`src/rtl/pdt_pkg.sv`:
```
`timescale 1ns / 1ps
// ----------------------------------------------------------------------------
// pdt_pkg
// Shared widths, codes and types for the periodic deadline timer.
// ----------------------------------------------------------------------------
package pdt_pkg;

    localparam int TW        = 32;   // time stamp width
    localparam int DATA_W    = 32;   // config write data width
    localparam int CFG_IDX_W = 3;
    localparam int LIFE_W    = 32;
    localparam int CNT_W     = 16;   // count-mode life bits
    localparam int PASS_W    = 32;
    localparam int TL_W      = 31;
    localparam int MODE_W    = 2;
    localparam int DIV_CNT_W = $clog2(TW);

    localparam logic [CFG_IDX_W-1:0] CFG_PERIOD  = 3'd0;
    localparam logic [CFG_IDX_W-1:0] CFG_MODE    = 3'd1;
    localparam logic [CFG_IDX_W-1:0] CFG_LIFE    = 3'd2;
    localparam logic [CFG_IDX_W-1:0] CFG_ZERO_OK = 3'd3;
    localparam logic [CFG_IDX_W-1:0] CFG_PRE     = 3'd4;

    localparam logic [MODE_W-1:0] MODE_ENDLESS = 2'd0;
    localparam logic [MODE_W-1:0] MODE_COUNT   = 2'd1;
    localparam logic [MODE_W-1:0] MODE_TIME    = 2'd2;

    localparam logic KIND_CHECK = 1'b0;
    localparam logic KIND_START = 1'b1;

    typedef struct packed {
        logic [TW-1:0]     period;
        logic [MODE_W-1:0] mode;
        logic [LIFE_W-1:0] life_start;
        logic              zero_ok;
        logic              pre;
    } t_cfg;

    typedef enum logic [2:0] {
        S_IDLE,
        S_EVAL,
        S_DIV,
        S_ELAP,
        S_LIFE,
        S_DONE
    } t_state;

endpackage

```
`src/rtl/pdt_in_if.sv`:
```
`timescale 1ns / 1ps
// ----------------------------------------------------------------------------
// pdt_in_if
// Input channel: start or check item with its time stamp.
// ----------------------------------------------------------------------------
interface pdt_in_if;
    import pdt_pkg::*;

    logic          valid;
    logic          ready;
    logic          kind;
    logic [31:0]   now_time;

    modport source (output valid, output kind, output now_time, input ready);
    modport sink   (input valid, input kind, input now_time, output ready);
endinterface

```
`src/rtl/pdt_out_if.sv`:
```
`timescale 1ns / 1ps
// ----------------------------------------------------------------------------
// pdt_out_if
// Result channel: fire flags, periods passed, time and life left.
// ----------------------------------------------------------------------------
interface pdt_out_if;
    import pdt_pkg::*;

    logic              valid;
    logic              ready;
    logic              fired;
    logic              last_fire;
    logic              running_now;
    logic [PASS_W-1:0] periods_passed;
    logic [TL_W-1:0]   time_left;
    logic [LIFE_W-1:0] life_remaining;

    modport source (output valid, output fired, output last_fire, output running_now,
                    output periods_passed, output time_left, output life_remaining,
                    input ready);
    modport sink   (input valid, input fired, input last_fire, input running_now,
                    input periods_passed, input time_left, input life_remaining,
                    output ready);
endinterface

```
`src/rtl/pdt_cfg_regs.sv`:
```
`timescale 1ns / 1ps
// ----------------------------------------------------------------------------
// pdt_cfg_regs
// Configuration register file, write only, indexed writes.
// ----------------------------------------------------------------------------
module pdt_cfg_regs (
    input  logic                           i_clk,
    input  logic                           i_rst_n,
    input  logic                           i_cfg_we,
    input  logic [pdt_pkg::CFG_IDX_W-1:0]  i_cfg_idx,
    input  logic [pdt_pkg::DATA_W-1:0]     i_cfg_wdata,
    output pdt_pkg::t_cfg                  o_cfg
);
    import pdt_pkg::*;

    t_cfg r_cfg;

    always_ff @(posedge i_clk) begin
        if (!i_rst_n) begin
            r_cfg <= '0;
        end else if (i_cfg_we) begin
            unique case (i_cfg_idx)
                CFG_PERIOD:  r_cfg.period     <= i_cfg_wdata[TW-1:0];
                CFG_MODE:    r_cfg.mode       <= i_cfg_wdata[MODE_W-1:0];
                CFG_LIFE:    r_cfg.life_start <= i_cfg_wdata[LIFE_W-1:0];
                CFG_ZERO_OK: r_cfg.zero_ok    <= i_cfg_wdata[0];
                CFG_PRE:     r_cfg.pre        <= i_cfg_wdata[0];
                default: ;
            endcase
        end
    end

    assign o_cfg = r_cfg;

endmodule

```
`src/rtl/pdt_div.sv`:
```
`timescale 1ns / 1ps
// ----------------------------------------------------------------------------
// pdt_div
// Restoring bit-serial divider, one quotient bit per cycle.
// ----------------------------------------------------------------------------
module pdt_div (
    input  logic                    i_clk,
    input  logic                    i_rst_n,
    input  logic                    i_start,
    input  logic [pdt_pkg::TW-1:0]  i_dividend,
    input  logic [pdt_pkg::TW-1:0]  i_divisor,
    output logic                    o_done,
    output logic [pdt_pkg::TW-1:0]  o_quo,
    output logic [pdt_pkg::TW-1:0]  o_rem
);
    import pdt_pkg::*;

    logic                 r_busy;
    logic                 r_done;
    logic [DIV_CNT_W-1:0] r_cnt;
    logic [TW-1:0]        r_rem;
    logic [TW-1:0]        r_quo;
    logic [TW-1:0]        r_dsr;

    logic [TW:0]   partial;
    logic [TW+1:0] trial;
    logic          borrow;

    assign partial = {r_rem, r_quo[TW-1]};
    assign trial   = {1'b0, partial} - {2'b00, r_dsr};
    assign borrow  = trial[TW+1];

    always_ff @(posedge i_clk) begin
        if (!i_rst_n) begin
            r_busy <= 1'b0;
            r_done <= 1'b0;
            r_cnt  <= '0;
        end else begin
            r_done <= 1'b0;
            if (i_start) begin
                r_busy <= 1'b1;
                r_cnt  <= '0;
            end else if (r_busy) begin
                r_cnt <= r_cnt + 1'b1;
                if (r_cnt == DIV_CNT_W'(TW - 1)) begin
                    r_busy <= 1'b0;
                    r_done <= 1'b1;
                end
            end
        end
    end

    always_ff @(posedge i_clk) begin
        if (i_start) begin
            r_rem <= '0;
            r_quo <= i_dividend;
            r_dsr <= i_divisor;
        end else if (r_busy) begin
            r_rem <= borrow ? partial[TW-1:0] : trial[TW-1:0];
            r_quo <= {r_quo[TW-2:0], ~borrow};
        end
    end

    assign o_done = r_done;
    assign o_quo  = r_quo;
    assign o_rem  = r_rem;

endmodule

```
`src/rtl/periodic_deadline_timer.sv`:
```
`timescale 1ns / 1ps
// Flow: a start item is evaluated and its result registered; a check that finds the
//   timer due with a nonzero period runs the 32-step serial divider before the
//   elapsed and life steps; other checks skip the divider.
// Throughput: one item at a time; the next is taken once the result is registered.
// Reset: synchronous, active low; timer stopped, deadline, life and config cleared.
// ----------------------------------------------------------------------------
// periodic_deadline_timer
// One periodic timer channel with wrap-safe due test and whole-period catch-up.
// ----------------------------------------------------------------------------
module periodic_deadline_timer (
    input  logic                           i_clk,
    input  logic                           i_rst_n,
    pdt_in_if.sink                         i_item,
    pdt_out_if.source                      o_result,
    input  logic                           i_cfg_we,
    input  logic [pdt_pkg::CFG_IDX_W-1:0]  i_cfg_idx,
    input  logic [pdt_pkg::DATA_W-1:0]     i_cfg_wdata
);
    import pdt_pkg::*;

    t_state r_state, n_state;
    t_cfg   cfg;

    logic              r_kind;
    logic [TW-1:0]     r_now;
    logic [TW-1:0]     r_deadline;
    logic [LIFE_W-1:0] r_life;
    logic              r_running;
    logic [TW-1:0]     r_late;
    logic [TW:0]       r_elapsed;
    logic              r_fired;
    logic              r_last;
    logic [PASS_W-1:0] r_passed;

    logic              r_o_valid;
    logic              r_o_fired;
    logic              r_o_last;
    logic              r_o_run;
    logic [PASS_W-1:0] r_o_passed;
    logic [TL_W-1:0]   r_o_tl;
    logic [LIFE_W-1:0] r_o_life;

    logic              finite, per_zero, runnable, start_run, eval_fire;
    logic              div_start, div_done, done_ok;
    logic [TW-1:0]     late, start_dl, div_quo, div_rem, d_left;
    logic [LIFE_W-1:0] load_life, new_life;
    logic [LIFE_W+1:0] life_diff;
    logic [TL_W-1:0]   tl;

    pdt_cfg_regs u_cfg (
        .i_clk       (i_clk),
        .i_rst_n     (i_rst_n),
        .i_cfg_we    (i_cfg_we),
        .i_cfg_idx   (i_cfg_idx),
        .i_cfg_wdata (i_cfg_wdata),
        .o_cfg       (cfg)
    );

    pdt_div u_div (
        .i_clk      (i_clk),
        .i_rst_n    (i_rst_n),
        .i_start    (div_start),
        .i_dividend (late),
        .i_divisor  (cfg.period),
        .o_done     (div_done),
        .o_quo      (div_quo),
        .o_rem      (div_rem)
    );

    // datapath terms
    always_comb begin
        finite    = (cfg.mode == MODE_COUNT) || (cfg.mode == MODE_TIME);
        per_zero  = (cfg.period == '0);
        late      = r_now - r_deadline;
        runnable  = !(per_zero && !cfg.zero_ok) && !(finite && r_life == '0);
        eval_fire = (r_kind == KIND_CHECK) && r_running && runnable && !late[TW-1];

        if (cfg.mode == MODE_COUNT) begin
            load_life = {{(LIFE_W-CNT_W){1'b0}}, cfg.life_start[CNT_W-1:0]};
        end else if (cfg.mode == MODE_TIME) begin
            load_life = cfg.life_start;
        end else begin
            load_life = '0;
        end
        start_run = !(per_zero && !cfg.zero_ok) && !(finite && load_life == '0);

        if (!start_run) begin
            start_dl = '0;
        end else if (cfg.pre && cfg.mode == MODE_TIME) begin
            start_dl = r_now;
        end else if (cfg.pre) begin
            start_dl = r_now - cfg.period;
        end else begin
            start_dl = r_now + cfg.period;
        end

        // time mode: life <= elapsed ends the life
        life_diff = {2'b00, r_life} - {1'b0, r_elapsed};
        if (cfg.mode == MODE_COUNT) begin
            new_life = r_life - 1'b1;
        end else if (cfg.mode == MODE_TIME) begin
            new_life = (life_diff[LIFE_W+1] || life_diff == '0) ? '0 : life_diff[LIFE_W-1:0];
        end else begin
            new_life = r_life;
        end

        d_left  = r_deadline - r_now;
        tl      = (!r_running || d_left[TW-1] || d_left == '0) ? '0 : TL_W'(d_left);
        done_ok = !r_o_valid || o_result.ready;
    end

    // next state
    always_comb begin
        n_state = r_state;
        unique case (r_state)
            S_IDLE: if (i_item.valid) n_state = S_EVAL;
            S_EVAL: begin
                if (!eval_fire) n_state = S_DONE;
                else if (per_zero) n_state = S_LIFE;
                else n_state = S_DIV;
            end
            S_DIV:  if (div_done) n_state = S_ELAP;
            S_ELAP: n_state = S_LIFE;
            S_LIFE: n_state = S_DONE;
            S_DONE: if (done_ok) n_state = S_IDLE;
            default: n_state = S_IDLE;
        endcase
    end

    // state outputs
    always_comb begin
        i_item.ready = (r_state == S_IDLE);
        div_start    = (r_state == S_EVAL) && eval_fire && !per_zero;
    end

    always_ff @(posedge i_clk) begin
        if (!i_rst_n) begin
            r_state    <= S_IDLE;
            r_running  <= 1'b0;
            r_deadline <= '0;
            r_life     <= '0;
            r_o_valid  <= 1'b0;
        end else begin
            r_state <= n_state;
            if (r_state == S_DONE && done_ok) begin
                r_o_valid <= 1'b1;
            end else if (o_result.valid && o_result.ready) begin
                r_o_valid <= 1'b0;
            end
            case (r_state)
                S_EVAL: begin
                    if (r_kind == KIND_START) begin
                        r_life     <= load_life;
                        r_running  <= start_run;
                        r_deadline <= start_dl;
                    end else if (r_running && !runnable) begin
                        r_running <= 1'b0;
                    end
                end
                S_LIFE: begin
                    r_life     <= new_life;
                    r_deadline <= r_deadline + r_elapsed[TW-1:0];
                    if (finite && new_life == '0) r_running <= 1'b0;
                end
                default: ;
            endcase
        end
    end

    always_ff @(posedge i_clk) begin
        case (r_state)
            S_IDLE: begin
                if (i_item.valid) begin
                    r_kind <= i_item.kind;
                    r_now  <= i_item.now_time[TW-1:0];
                end
                r_fired  <= 1'b0;
                r_last   <= 1'b0;
                r_passed <= '0;
            end
            S_EVAL: begin
                r_late    <= late;
                r_elapsed <= {1'b0, late};      // zero period: elapsed is the lateness
            end
            S_DIV: begin
                if (div_done) begin
                    r_late   <= r_late - div_rem;
                    r_passed <= (&div_quo) ? div_quo : div_quo + 1'b1;
                end
            end
            S_ELAP: r_elapsed <= {1'b0, r_late} + {1'b0, cfg.period};
            S_LIFE: begin
                r_fired <= 1'b1;
                r_last  <= finite && new_life == '0;
            end
            S_DONE: begin
                if (done_ok) begin
                    r_o_fired  <= r_fired;
                    r_o_last   <= r_last;
                    r_o_run    <= r_running;
                    r_o_passed <= r_passed;
                    r_o_tl     <= tl;
                    r_o_life   <= r_life;
                end
            end
            default: ;
        endcase
    end

    assign o_result.valid          = r_o_valid;
    assign o_result.fired          = r_o_fired;
    assign o_result.last_fire      = r_o_last;
    assign o_result.running_now    = r_o_run;
    assign o_result.periods_passed = r_o_passed;
    assign o_result.time_left      = r_o_tl;
    assign o_result.life_remaining = r_o_life;

endmodule

```
`src/flat_wrapper.sv`:
```
// flat-port wrapper written by rule: the top's interface ports become plain ports
module periodic_deadline_timer_flat import pdt_pkg::*;
  (i_clk, i_rst_n, i_cfg_we, i_cfg_idx, i_cfg_wdata, i_item_valid, i_item_kind, i_item_now_time, i_item_ready, o_result_valid, o_result_fired, o_result_last_fire, o_result_running_now, o_result_periods_passed, o_result_time_left, o_result_life_remaining, o_result_ready);
  pdt_in_if i_item_i ();
  pdt_out_if o_result_i ();
  input  logic i_clk;
  input  logic i_rst_n;
  input  logic i_cfg_we;
  input  logic [pdt_pkg::CFG_IDX_W-1:0] i_cfg_idx;
  input  logic [pdt_pkg::DATA_W-1:0] i_cfg_wdata;
  input wire logic [$bits(i_item_i.valid)-1:0] i_item_valid;
  input wire logic [$bits(i_item_i.kind)-1:0] i_item_kind;
  input wire logic [$bits(i_item_i.now_time)-1:0] i_item_now_time;
  output wire logic [$bits(i_item_i.ready)-1:0] i_item_ready;
  output wire logic [$bits(o_result_i.valid)-1:0] o_result_valid;
  output wire logic [$bits(o_result_i.fired)-1:0] o_result_fired;
  output wire logic [$bits(o_result_i.last_fire)-1:0] o_result_last_fire;
  output wire logic [$bits(o_result_i.running_now)-1:0] o_result_running_now;
  output wire logic [$bits(o_result_i.periods_passed)-1:0] o_result_periods_passed;
  output wire logic [$bits(o_result_i.time_left)-1:0] o_result_time_left;
  output wire logic [$bits(o_result_i.life_remaining)-1:0] o_result_life_remaining;
  input wire logic [$bits(o_result_i.ready)-1:0] o_result_ready;
  assign i_item_i.valid = i_item_valid;
  assign i_item_i.kind = i_item_kind;
  assign i_item_i.now_time = i_item_now_time;
  assign i_item_ready = i_item_i.ready;
  assign o_result_valid = o_result_i.valid;
  assign o_result_fired = o_result_i.fired;
  assign o_result_last_fire = o_result_i.last_fire;
  assign o_result_running_now = o_result_i.running_now;
  assign o_result_periods_passed = o_result_i.periods_passed;
  assign o_result_time_left = o_result_i.time_left;
  assign o_result_life_remaining = o_result_i.life_remaining;
  assign o_result_i.ready = o_result_ready;
  periodic_deadline_timer u_core (.i_clk(i_clk), .i_rst_n(i_rst_n), .i_item(i_item_i), .o_result(o_result_i), .i_cfg_we(i_cfg_we), .i_cfg_idx(i_cfg_idx), .i_cfg_wdata(i_cfg_wdata));
endmodule
```
`config.mk`:
```
export PLATFORM = sky130hd
export DESIGN_NAME = periodic_deadline_timer_flat
export DESIGN_NICKNAME = d
export VERILOG_FILES = /design/src/rtl/pdt_pkg.sv /design/src/rtl/pdt_in_if.sv /design/src/rtl/pdt_out_if.sv /design/src/rtl/pdt_cfg_regs.sv /design/src/rtl/pdt_div.sv /design/src/rtl/periodic_deadline_timer.sv /design/src/flat_wrapper.sv
export SDC_FILE = /design/constraint.sdc
export NUM_CORES = 1
export LEC_CHECK = 0
export ABC_AREA = 1
export BUFFER_PORTS_ARGS = -buffer_cell sky130_fd_sc_hd__buf_2
export CORE_MARGIN = 4
export CORE_UTILIZATION = 51
export CTS_CLUSTER_SIZE = 10
export DETAILED_ROUTE_END_ITERATION = 10
export PLACE_DENSITY = 0.68
export SYNTH_ARGS = -nofsm -noshare
export SYNTH_HDL_FRONTEND = slang
export SYNTH_SLANG_ARGS = --single-unit
```
`constraint.sdc`:
```
create_clock -name i_clk -period 6.6 [get_ports i_clk]
set_input_delay 1.32 -clock i_clk [delete_from_list [all_inputs] [get_ports i_clk]]
set_output_delay 1.32 -clock i_clk [all_outputs]
set_load 0.02 [all_outputs]
```
---- Yosys cells after proc, flatten, opt, wreduce, memory -nomap -nowiden ----
Cells that the tools add are included.
storage, ports and cells
  flip-flop bits (word level) ............. 470
  word-level logic and storage cells ...... 161
  output and inout port bits .............. 100
cells by class
  reductions and logical operators ........ 59
  bitwise operators ....................... 4
  add/sub/neg operators ................... 12
  equality and inequality tests ........... 18
  multiplexer cells ....................... 39
operator list
  cell                   count
  $mux 32                16
  $pmux 32 s2            4
  $logic_not 32->1       5
  $sub 32x32->32         4
  $pmux 33 s2            1
  $add 32x32->32         2
  $logic_not 34->1       1
  $sub 32x33->34         1
  $sub 33x32->34         1
  $add 32x32->33         1
  $add 32x1->32 const B  1
  $reduce_and 32->1      1
  $sub 32x1->32 const B  1
  $reduce_and 2->1       10
  $pmux 3 s6             1
  $logic_and 1x1->1      15
  $mux 3                 5
  $reduce_bool 2->1      7
  $eq 3x2->1 const B     4
  $eq 3x3->1 const B     3
  $logic_not 1->1        9
  $mux 1                 9
  $eq 3x1->1 const B     2
  $logic_not 3->1        2
  13 further kinds       26

---- Longest topological paths before layout ----
  depth in word-level cells ............... 10
  depth in mapped cells ................... 29

---- Hierarchy ----
From an unflattened synthesis, not the netlist that was laid out.
unflattened totals
  cells, all modules ...................... 5,231
  area total of the unflattened synthesis .. 36,717.7 sq um
modules (own cells, without submodules)
  module                   cells an instance  instances  area each (sq um)
  periodic_deadline_timer  3,823              1          26,984.6
  pdt_div                  990                1          6,900.4
  pdt_cfg_regs             418                1          2,832.7

---- Worst setup path after synthesis ----
OpenSTA, ideal clock, no wires.
  path kind ............................... input -> register
  start ................................... input o_result_ready
  end ..................................... register u_core.r_o_fired (netlist: u_core.o_result.fired) (enable)
  stages on the path ...................... 2
  slack ................................... 613 ps
  arrival ................................. 5,432 ps
  path buffers ............................ 0
  library setup time ...................... 555 ps
  path through ............................ nor2_1 -> nor2_1
on the way
  longest elaborated chain between the ends .. 2
RTL lines
  element                     line                            RTL
  from (decl)                 flat_wrapper.sv:22              input wire logic [$bits(o_result_i.ready)-1:0] o_result_ready;
  $logic_or 1x1->1            periodic_deadline_timer.sv:110  done_ok = !r_o_valid || o_result.ready;
  $reduce_and 2->1 (no line)  --
  to (signal assigned)        periodic_deadline_timer.sv:199  r_o_fired <= r_fired;
  to (decl)                   periodic_deadline_timer.sv:37   logic r_o_fired;
Every way passes these cells.
A chain may end at the register's enable or synchronous reset.

---- Worst setup path in the final report ----
  start ................................... register u_core.r_deadline[5]
  end ..................................... register u_core.r_o_tl[21] (netlist: u_core.o_result.time_left[21]) (data pin)
on the way
  longest elaborated chain between the ends .. 3
  elaborated cells on any way between the ends .. 4
  classes of those cells .................. 1 x add/sub; 3 x reduce/logical
RTL lines
  element                                                      line                            RTL
  from (decl)                                                  periodic_deadline_timer.sv:27   logic [TW-1:0] r_deadline;
  from (signal assigned)                                       periodic_deadline_timer.sv:156  r_deadline <= start_dl;
  from (signal assigned)                                       periodic_deadline_timer.sv:163  r_deadline <= r_deadline + r_elapsed[TW-1:0];
  $sub 32x32->32 (*)                                           periodic_deadline_timer.sv:108  d_left = r_deadline - r_now;
  $logic_not 32->1 / $logic_or 1x1->1 (equally long branches)  periodic_deadline_timer.sv:109  tl = (!r_running || d_left[TW-1] || d_left == '0) ? '0 : TL_W'(d_left);
  $logic_or 1x1->1                                             periodic_deadline_timer.sv:109
  to (signal assigned)                                         periodic_deadline_timer.sv:203  r_o_tl <= tl;
  to (decl)                                                    periodic_deadline_timer.sv:41   logic [TL_W-1:0] r_o_tl;
Mark *: on every way between the ends. The rest lies on a longest branch, timed or not.

==> metrics <==
status=completed; hpwl dp=104700 µm; Final Max Slew Viols=0; DIE AREA=72510 µm²; routability cong.=1.031; CP startpoint kind=flop; hold depth=0; multiplexer area fraction after synthesis=0.1258%; initial antenna violation count=6; Post-synth EDFFs=294; final wirelength=129800 µm; Slew headroom=11.85%; sequential-to-total area share from yosys stat=35.48%; post-synthesis register bit count=470; Power Density=399.6 nW/µm²; Synth async-reset ratio=0%; DR vias/cell=5.729; Max Root-Sink Buffers=3; Max-Cap Viols=0; Placement Rows=95; clock skew=0.05540 ns; detailed-router iteration count before antenna repair=5; Hold Vio Cnt, Final=0; worst hold path class=reg -> reg; mapped cell area=34820 µm²; reg-to-reg startpoint=u_core.r_deadline[5]; filler instances=6521; TNS Setup=0 ns; Cells after DPL=5732; Max Fclk=0.2034 GHz; Worst-Margin Slew=1.318 ns; Hold Startpoint=u_core.r_passed[17]; Mean Syn Cell Area=7.290 µm²; Setup Buffers After CTS=0; H-Tree Depth=2; Ports=173; CTS tree=yes; reg-to-reg slack, setup=1.68 ns; met1 Usage GRT=48.16%; Compound-Gate Fraction of Synth Area=17.38%; die width=269.3 µm; Synth Area in Simple Gates=21.66%; Unique masters post-synth=63; dominant synthesized flop cell=edfxtp_1; Mapped Cells=4776; later-pin clock latency in the skew report=0.67 ns; largest net degree at the start of global routing=75; CP Data Arrival Time=5.25 ns; chip height=269.3 µm; Final Setup Violations=0; critical path endpoint category=flop; Leak=18.17 nW; Sink Count=470; total power=15.33 mW; overall routing resource usage=34.42%; Final Cell Area=38360 µm²; CP max FO=31; area overhead of the layout relative to synthesis=10.19%; Yosys warning total=0; gr busiest metal=met2; total CTS buffers=56; Hold Crit Endpoint=u_core.o_result.periods_passed[17]; Final min period=4.917 ns; Crit Path Class=reg -> reg; post_cts resized=0; Worst Reg-to-Reg Cells=13; met2 Use GR=52.75%; Worst R2R End=u_core.o_result.time_left[21]; CTS Hold Buffers Added=0; post-synthesis xor/xnor area fraction=5.585%; Initial Util=51.66%; largest family of logic cells by synthesized area=simple AND/OR/NAND/NOR gates; RSZ-0062 raised after global routing=no; Port Buffers=172; vias in the first global route=30830; Req. time, crit path=6.93 ns; Final ANT Viol Nets=0; first-pass GRT wire length=191600 µm; Root Driver=clkbuf_16; Post-Layout Cell Count=5839; Multi-input gate area=19020 µm²; Nets=5256; DR iter-0 viols=3646; peak supply drop=248.1 µV; share of cells above drive strength 1=7.271%; met3 Resource Use GR=5.734%; net count after synthesis=5115; Placed Area=36580 µm²; register area=12350 µm²; Final Cycle Share=74.50%; DRC=0; adder-cell share of the synthesized area=9.732%; global route overflow=0; core area=67400 µm²; WL per Instance=22.23 µm; via count=33454; clock slew at reported path FFs=0.06 ns
critical path, cell delays in order (launching register included):
cell     delay (ns)
dfxtp_1        0.37
inv_1          0.06
ha_1           0.41
a21oi_1        0.29
o21ai_0        0.16
a21oi_1        0.43
o21ai_0        0.36
a21oi_1        0.36
xor2_1         0.35
nand4_1        0.15
nor4_1         0.63
nand2_1        0.10
nand3_1        0.81
nor2_1         0.09
cell usage after synthesis, types with 5 or more instances:
master	count	area share [%]
o31ai_1	13	0.28
a21boi_0	17	0.37
ha_1	258	9.3
xnor2_1	75	1.9
clkbuf_2	10	0.14
a211oi_1	5	0.11
o21a_1	23	0.50
nand3b_1	7	0.15
dfxtp_1	176	10
a221oi_1	10	0.25
o41ai_1	7	0.18
o21bai_1	21	0.45
o2111ai_1	6	0.15
inv_1	762	8.2
nand2_2	9	0.16
clkbuf_1	88	0.95
nor2_2	6	0.11
nand2_1	930	10
edfxtp_1	294	25
clkinv_1	7	0.075
xor2_1	147	3.7
nor3_2	5	0.14
o211ai_1	21	0.45
buf_2	29	0.42
nor3_1	70	1.0
a22oi_1	29	0.63
fa_1	8	0.46
nand3_1	194	2.8
a31oi_1	68	1.2
o21ai_1	14	0.20
a21oi_1	397	5.7
or2_2	15	0.27
o22ai_1	6	0.11
nor4_1	16	0.29
inv_2	13	0.14
a21boi_1	6	0.13
o221ai_1	13	0.33
a21o_1	23	0.50
nand4_1	39	0.70
nor2_1	523	5.6
o21ai_0	375	5.4
cells in the final DEF, fill, tap and decap left out, types with 15 or more instances in the layout:
cell type  count
a21boi_0      17
a21o_1        23
a21oi_1      397
a22oi_1       29
a31oi_1       68
buf_2        172
buf_4         43
clkbuf_1      34
clkbuf_16     57
dfxtp_1      176
edfxtp_1     294
ha_1         258
inv_1        762
nand2_1      929
nand3_1      194
nand4_1       39
nor2_1       517
nor3_1        68
nor4_1        16
o211ai_1      21
o21a_1        23
o21ai_0      374
o21bai_1      21
or2_2         15
xnor2_1       75
xor2_1       147
flip-flops by register name, indices dropped and copies added, names as in the netlist, 3 cells and up:
| register | cells |
|---|---|
| u_core.r_elapsed | 33 |
| u_core.u_div.r_cnt | 5 |
| u_core.r_life | 32 |
| u_core.o_result.time_left | 31 |
| u_core.r_now | 32 |
| u_core.r_passed | 32 |
| u_core.u_div.r_dsr | 32 |
| u_core.u_cfg.o_cfg | 68 |
| u_core.r_state | 3 |
| u_core.u_div.o_quo | 32 |
| u_core.u_div.o_rem | 32 |
| u_core.r_deadline | 32 |
| u_core.r_late | 32 |
| u_core.o_result.life_remaining | 32 |
| u_core.o_result.periods_passed | 32 |
logic make-up (layout without fill, tap and decap cells):
| family | after synthesis | in the layout |
|---|---|---|
| other | 0 | 1 |
| XOR/XNOR | 222 | 222 |
| multiplexers | 4 | 4 |
| AND/OR/NAND/NOR | 1829 | 1829 |
| adder cells (fa/ha/maj) | 266 | 266 |
| AO/OA/AOI/OAI | 1071 | 1071 |
| buffers and inverters | 914 | 1103 |
| flip-flops | 470 | 470 |
how the worst max path moves through the flow:
stage | startpoint | to | slack [ns] | cells past startpoint
6_report | u_core.r_deadline[5] | u_core.o_result.time_left[21] | 1.68 | 13
5_1_grt | u_core.u_cfg.o_cfg[37] | u_core.r_deadline[31] | 1.43 | 26
4_1_cts | u_core.r_deadline[5] | u_core.o_result.time_left[21] | 1.83 | 13
2_1_floorplan | o_result_ready | u_core.o_result.fired | 0.61 | 2
3_3_place_gp | u_core.r_deadline[5] | u_core.o_result.time_left[25] | 1.90 | 13
3_5_place_dp | u_core.r_now[4] | u_core.u_div.r_dsr[23] | 1.90 | 15
routing by layer:
| metal | wire [µm] | part of all wire [%] |
|---|---|---|
| met2 | 55100 | 42 |
| met4 | 6704 | 5.2 |
| met5 | 35 | 0.027 |
| met3 | 11580 | 8.9 |
| met1 | 56400 | 43 |
power breakdown:
part | internal (mW) | switching, mW | leakage, nW
registers | 3.79 | 0.493 | 4.21
clock network | 1.74 | 1.32 | 0.855
logic | 2.46 | 5.54 | 13.1
area by class of cell:
type                            instances  area share (%)
Antenna cell                            1        0.006523
Clock buffer                           98           4.302
Clock inverter                          8          0.3392
Inverter                              782           7.651
Multi-Input combinational cell       3392           49.57
Sequential cell                       470           32.20
Tap cell                              873           2.847
Timing Repair Buffer                  215           3.085
per-stage QoR:
step	utilization, %	worst slack, ns	hold slack, ns
3_5_place_dp	54.28	1.895	0.4054
2_1_floorplan	-	0.6128	0.4003
6_report	56.92	1.683	0.4158
4_1_cts	56.92	1.827	0.4173
5_1_grt	56.92	1.427	0.4198
3_3_place_gp	54.28	1.899	0.4012
Note: power is estimated with default switching activity, not from simulation.
